### src/rtl/ogg_page_deframer_top_macros.svh
// assertion macros for the ogg page deframer
// expects aclk and aresetn in the scope of use
`ifndef OGG_PAGE_DEFRAMER_TOP_MACROS_SVH
`define OGG_PAGE_DEFRAMER_TOP_MACROS_SVH
// same-cycle implication
`define OPD_ASSERT_NOW(label, ante, cons) \
    label: assert property (@(posedge aclk) disable iff (!aresetn) (ante) |-> (cons)) \
        else $error("opd assertion failed");
// next-cycle implication
`define OPD_ASSERT_NEXT(label, ante, cons) \
    label: assert property (@(posedge aclk) disable iff (!aresetn) (ante) |=> (cons)) \
        else $error("opd assertion failed");
`endif

### src/rtl/opd_ram.sv
// generic single-write, single-read ram with registered read data
// no dependencies
module opd_ram #(
    parameter int WIDTH = 16,
    parameter int DEPTH = 256
) (
    input  logic                     aclk,
    input  logic                     we,
    input  logic [$clog2(DEPTH)-1:0] waddr,
    input  logic [WIDTH-1:0]         wdata,
    input  logic [$clog2(DEPTH)-1:0] raddr,
    output logic [WIDTH-1:0]         rdata
);

    logic [WIDTH-1:0] mem [DEPTH];

    always_ff @(posedge aclk) begin
        if (we) begin
            mem[waddr] <= wdata;
        end
        rdata <= mem[raddr];
    end

endmodule
### config.mk
export PLATFORM = sky130hd
export DESIGN_NAME = opd_ram
export DESIGN_NICKNAME = d
export VERILOG_FILES = /design/src/rtl/ogg_page_deframer_top_macros.svh /design/src/rtl/opd_ram.sv
export SDC_FILE = /design/constraint.sdc
export NUM_CORES = 2
export LEC_CHECK = 0
export ABC_AREA = 1
export BUFFER_PORTS_ARGS = -buffer_cell sky130_fd_sc_hd__buf_2
export CORE_AREA = 2 2 647 649
export CTS_BUF_LIST = sky130_fd_sc_hd__clkbuf_4 sky130_fd_sc_hd__clkbuf_8 sky130_fd_sc_hd__clkbuf_16
export DETAILED_ROUTE_END_ITERATION = 12
export DIE_AREA = 0 0 649 651
export SLEW_MARGIN = 20
export SYNTH_ARGS = -nofsm -noshare
export SYNTH_HDL_FRONTEND = slang
export SYNTH_SLANG_ARGS = --single-unit
### constraint.sdc
create_clock -name aclk -period 5.1 [get_ports aclk]
set_clock_uncertainty 0.05 [all_clocks]
set_input_delay 1.02 -clock aclk [delete_from_list [all_inputs] [get_ports aclk]]
set_output_delay 1.02 -clock aclk [all_outputs]
set_load 0.03 [all_outputs]
After elaboration in Yosys (flattened, before gate mapping). Memory sizes are Yosys's and may differ from the RTL's. A register that Yosys moved wholly into a read port is not among the register bits. Index checks and enable logic that the tools add are counted.

Bits in registers: 0. Memory bits (writable): 4096. Bits of input ports: 34. Output and inout bits: 16. Logic and storage cells: 3. Memories kept: 1.

Mux-type cells: 2.

Memories: mem (depth 256, width 16, rd ports 1, clocked after memory_dff 1, write ports 1, RTL line opd_ram.sv:15) `logic [WIDTH-1:0] mem [DEPTH];`.

Operator list (number): two-way mux 1 bit (2).

Logic depth before layout (Yosys ltp).
Word-level depth: 2. Gate-level depth with buffers: 15. Depth with buffers taken out: 11.

Least setup slack after synthesis. OpenSTA, ideal clock, no wires.

Path type: in2reg. Start: in we. End: mem mem[162][0] (enable). Setup time: 0.388 ns. Data arrival time: 2.472 ns. Data required time: 4.662 ns. Setup slack: 2.190 ns. Stages: 4. Path buffers: 2. Cell sequence: clkbuf_1 nand3_1 clkbuf_1 nor2_1.

Word-level cells in the longest chain between the ends: 2.

RTL lines: start: declaration (RTL line opd_ram.sv:8) `input logic we,`; two-way mux 1 bit (RTL line opd_ram.sv:18) `if (we) begin`; two-way mux 1 bit (not written as such) (RTL line opd_ram.sv:19) `mem[waddr] <= wdata;`; end: declaration (RTL line opd_ram.sv:15).

No other way between the ends.

==> results.py <==
metrics = {
    "run_status": {
        "outcome": "completed",
    },
    "place": {
        "hpwlAfterDp_um": 276500,
        "placed_insts": 18780,
        "gpl.final_weighted_congestion": 0.8548,
        "placement.io_buffers": 49,
    },
    "power_and_ir_drop": {
        "p_int_mw": 56.37,
        "share_seq_of_total_power_pct": 51.2,
        "power_per_cell_area_nw_per_um2": 389.2,
        "power_switching_share_pct": 22.76,
        "net-switching-power_mw": 16.61,
        "power_frac_clock_pct": 42.8,
        "vdd.ir_drop.worst_mv": 0.3197,
        "post-layout-total-power_mw": 72.98,
        "comb_pwr_share_pct": 6.1,
        "static-leakage-power_nw": 65.30,
    },
    "synthesis": {
        "list_of_most_frequent_post_synthesis_cells": "sky130_fd_sc_hd__nand2_1 (4211), sky130_fd_sc_hd__edfxtp_1 (4096), sky130_fd_sc_hd__nand3_1 (4035)",
        "netlist_top_cells_area": "sky130_fd_sc_hd__edfxtp_1 (74%), sky130_fd_sc_hd__nand3_1 (12%), sky130_fd_sc_hd__nand2_1 (9.5%)",
        "ys_ff_latch": 4112,
        "yosys.area.top_type_share_pct": 74.23,
        "average_footprint_of_a_synthesized_cell_sq_um": 12.17,
        "most_frequently_used_cell_type_in_the_post_synthesis_netlist": "sky130_fd_sc_hd__nand2_1",
        "synth.yosys.warnings": 0,
        "synth_top_area_cell": "sky130_fd_sc_hd__edfxtp_1",
        "synth-async-reset-ratio_pct": 0,
        "synth_net_count": 13650,
        "ys_types": 15,
        "synthesis.area_sq_um": 165700,
        "post_syn_instances": 13620,
        "synth.yosys.seq_area_share_pct": 74.42,
        "synth_enable_flop_cells": 4096,
        "synthFlopType": "sky130_fd_sc_hd__edfxtp_1",
    },
    "routing": {
        "finalWirelength_um": 487900,
        "firstDrtPassIters": 6,
        "wl_per_cell_um": 24.88,
        "dr.first_iter.drc_count": 13900,
        "vias_per_cell": 5.528,
        "via_count": 108400,
        "ant_nets": 0,
        "drc": 0,
    },
    "clock_tree": {
        "holdBufCountCts": 0,
        "number_of_setup_buffers_added_after_cts": 0,
        "cts_root_buf": "sky130_fd_sc_hd__clkbuf_16",
        "path_clk_slew_ps": 60,
        "post_cts_resize_count": 0,
        "ctsLongestPathBuffers": 4,
        "cts_sinks": 4112,
        "htree_num_levels": 5,
        "clock_insertion_delay_worst_skew_ps": 1000,
        "tritoncts": "done",
        "cts-buffers-inserted": 425,
    },
    "run": {
        "max-cap-violations": 0,
    },
    "timing": {
        "fin_tns_setup_ps": 0,
        "setup_viol_count_final": 0,
        "timing_worst_slew_pin_value_ps": 1331,
        "worst_slew_margin_rel_pct": 11.28,
        "final_period_minus_worst_setup_slack_ps": 3926,
        "report.final.slew_viol_count": 0,
        "timing_hold_violations_final": 0,
        "final.period_utilization_pct": 76.99,
        "fmax_ghz": 0.2547,
        "unrepaired_setup_endpoints_after_global_routing": "false",
    },
    "global_routing": {
        "globalRouteOverflowTotal": 0,
        "number_of_global_route_vias_before_repair": 100200,
        "grt_usage_pct": 22.39,
        "grt_max_degree": 172,
        "antenna_found_initial": 34,
        "first_pass_grt_wire_length_um": 705800,
    },
    "critical_path": {
        "critPathArrivalTime_ps": 4770,
        "cp_launch_type": "input port",
        "critPathKind": "in2reg",
        "critical_path_peak_fanout": 117,
        "kind_of_end_point_of_the_critical_path": "register",
        "critPathRequiredTime_ps": 5950,
    },
    "floorplanning": {
        "floorplan.die_area_sq_um": 422500,
        "core_region_area_sq_um": 415400,
        "std_cell_rows": 237,
        "fp.dieH_um": 651,
        "start_util_pct": 39.89,
        "pin_count": 50,
        "fp.dieW_um": 649,
    },
    "hold_path": {
        "timing.hold.worst.class": "in2reg",
    },
    "cells_and_area": {
        "filler_cell_count": 36900,
        "layout.nets": 13740,
        "layout_area_overhead_pct": 13.18,
        "post_route_cells_drive_above_1_share_pct": 9.475,
        "instances_no_fill": 19610,
    },
}
## cells in the final DEF (no fill, tap or decap)
cell type / instances
sky130_fd_sc_hd__nand2_1: 4195
sky130_fd_sc_hd__clkbuf_8: 6
sky130_fd_sc_hd__inv_1: 33
sky130_fd_sc_hd__nor2_1: 256
sky130_fd_sc_hd__edfxtp_1: 4096
sky130_fd_sc_hd__buf_12: 95
sky130_fd_sc_hd__clkinv_8: 6
sky130_fd_sc_hd__bufinv_16: 39
sky130_fd_sc_hd__nand2_2: 16
sky130_fd_sc_hd__clkinv_2: 79
sky130_fd_sc_hd__clkinv_1: 104
sky130_fd_sc_hd__buf_2: 27
sky130_fd_sc_hd__clkinv_4: 1
sky130_fd_sc_hd__clkbuf_16: 432
sky130_fd_sc_hd__clkbuf_4: 91
sky130_fd_sc_hd__diode_2: 42
sky130_fd_sc_hd__clkinvlp_4: 14
sky130_fd_sc_hd__inv_2: 1
sky130_fd_sc_hd__buf_6: 1
sky130_fd_sc_hd__nor2_2: 26
sky130_fd_sc_hd__inv_8: 3
sky130_fd_sc_hd__inv_6: 4
sky130_fd_sc_hd__nor2_4: 1
sky130_fd_sc_hd__nand3_1: 4035
sky130_fd_sc_hd__buf_4: 458
sky130_fd_sc_hd__buf_8: 19
sky130_fd_sc_hd__inv_16: 7
sky130_fd_sc_hd__dfxtp_1: 16
sky130_fd_sc_hd__clkinv_16: 7
## final timing paths
| kind | start | endpoint | slack [ps] | cells after the start |
|---|---|---|---|---|
| worst min-delay path | wdata[9] | mem[75][9] | 350 | 1 |
| worst min register to register | mem[40][12] | rdata[12] | 980 | 10 |
| worst max-delay path | raddr[0] | rdata[4] | 1170 | 14 |
| worst max register to register | mem[77][4] | rdata[4] | 2700 | 10 |
## worst max-delay path: stages
cell and delay [ps]:
sky130_fd_sc_hd__buf_12 160, sky130_fd_sc_hd__inv_16 490, sky130_fd_sc_hd__buf_12 310, sky130_fd_sc_hd__buf_12 410, sky130_fd_sc_hd__nand2_1 110, sky130_fd_sc_hd__nand3_1 110, sky130_fd_sc_hd__nand3_1 100, sky130_fd_sc_hd__nand3_1 160
sky130_fd_sc_hd__nand3_1 270, sky130_fd_sc_hd__nand3_1 340, sky130_fd_sc_hd__nand3_1 410, sky130_fd_sc_hd__nand2_1 180, sky130_fd_sc_hd__nand2_1 140, sky130_fd_sc_hd__nand2_1 150
## registers in the layout (all words and copies together) (netlist names)
signal  cells
rdata      16
mem      4096
## cell type report
| class | count | area [sq um] | area share [%] |
|---|---|---|---|
| diodes | 42 | 105.1 | 0.05604 |
| well taps | 5497 | 6878 | 3.667 |
| flip-flops and latches | 4112 | 123300 | 65.76 |
| clock buffers | 529 | 11580 | 6.173 |
| repair buffers | 600 | 5772 | 3.078 |
| inverters | 39 | 198.9 | 0.1061 |
| clock inverters | 259 | 2516 | 1.342 |
| multi-input cells | 8529 | 37180 | 19.82 |
## power by group through the flow
stage	Clock (mW)	Combinational [mW]	Sequential [mW]
after floorplan	0	2.30	38.0
after global placement	0	4.37	38.1
after detailed placement	0	4.40	38.1
after CTS	31.5	4.41	37.3
after global routing	32.8	4.73	37.3
final	31.2	4.42	37.3
## metrics by stage
step | setup slack, ps | utilization (%) | cell area, sq um | hold WS, ps
2_1_floorplan | 2190 | - | 165700 | 785.5
3_3_place_gp | 428.3 | 41.72 | 173300 | 922.5
3_5_place_dp | 438.3 | 41.72 | 173300 | 962.7
4_1_cts | 1441 | 45.11 | 187400 | 301.9
5_1_grt | 1228 | 45.14 | 187500 | 335.6
6_report | 1174 | 45.14 | 187500 | 354.3
## logic make-up (layout without fill, tap and decap cells)
| logic type | count (synthesis) | after routing | synth area share, % |
|---|---|---|---|
| buffers and inverters | 976 | 1427 | 3.214 |
| flip-flops | 4112 | 4112 | 74.42 |
| other | 0 | 42 | 0 |
| AND/OR/NAND/NOR | 8529 | 8529 | 22.37 |
## routing by layer
layer | part of all wire (%) | wire [um] | global-route usage (%) | vias up
met5 | 0.015 | 71 | 0 | -
met4 | 4.0 | 19300 | 8.489 | 10
met3 | 8.7 | 42410 | 3.142 | 807
met2 | 46 | 225800 | 35.16 | 5044
met1 | 41 | 200200 | 31.67 | 53710
li1 | - | - | - | 48830
Note: power is estimated with default switching activity, not from simulation.
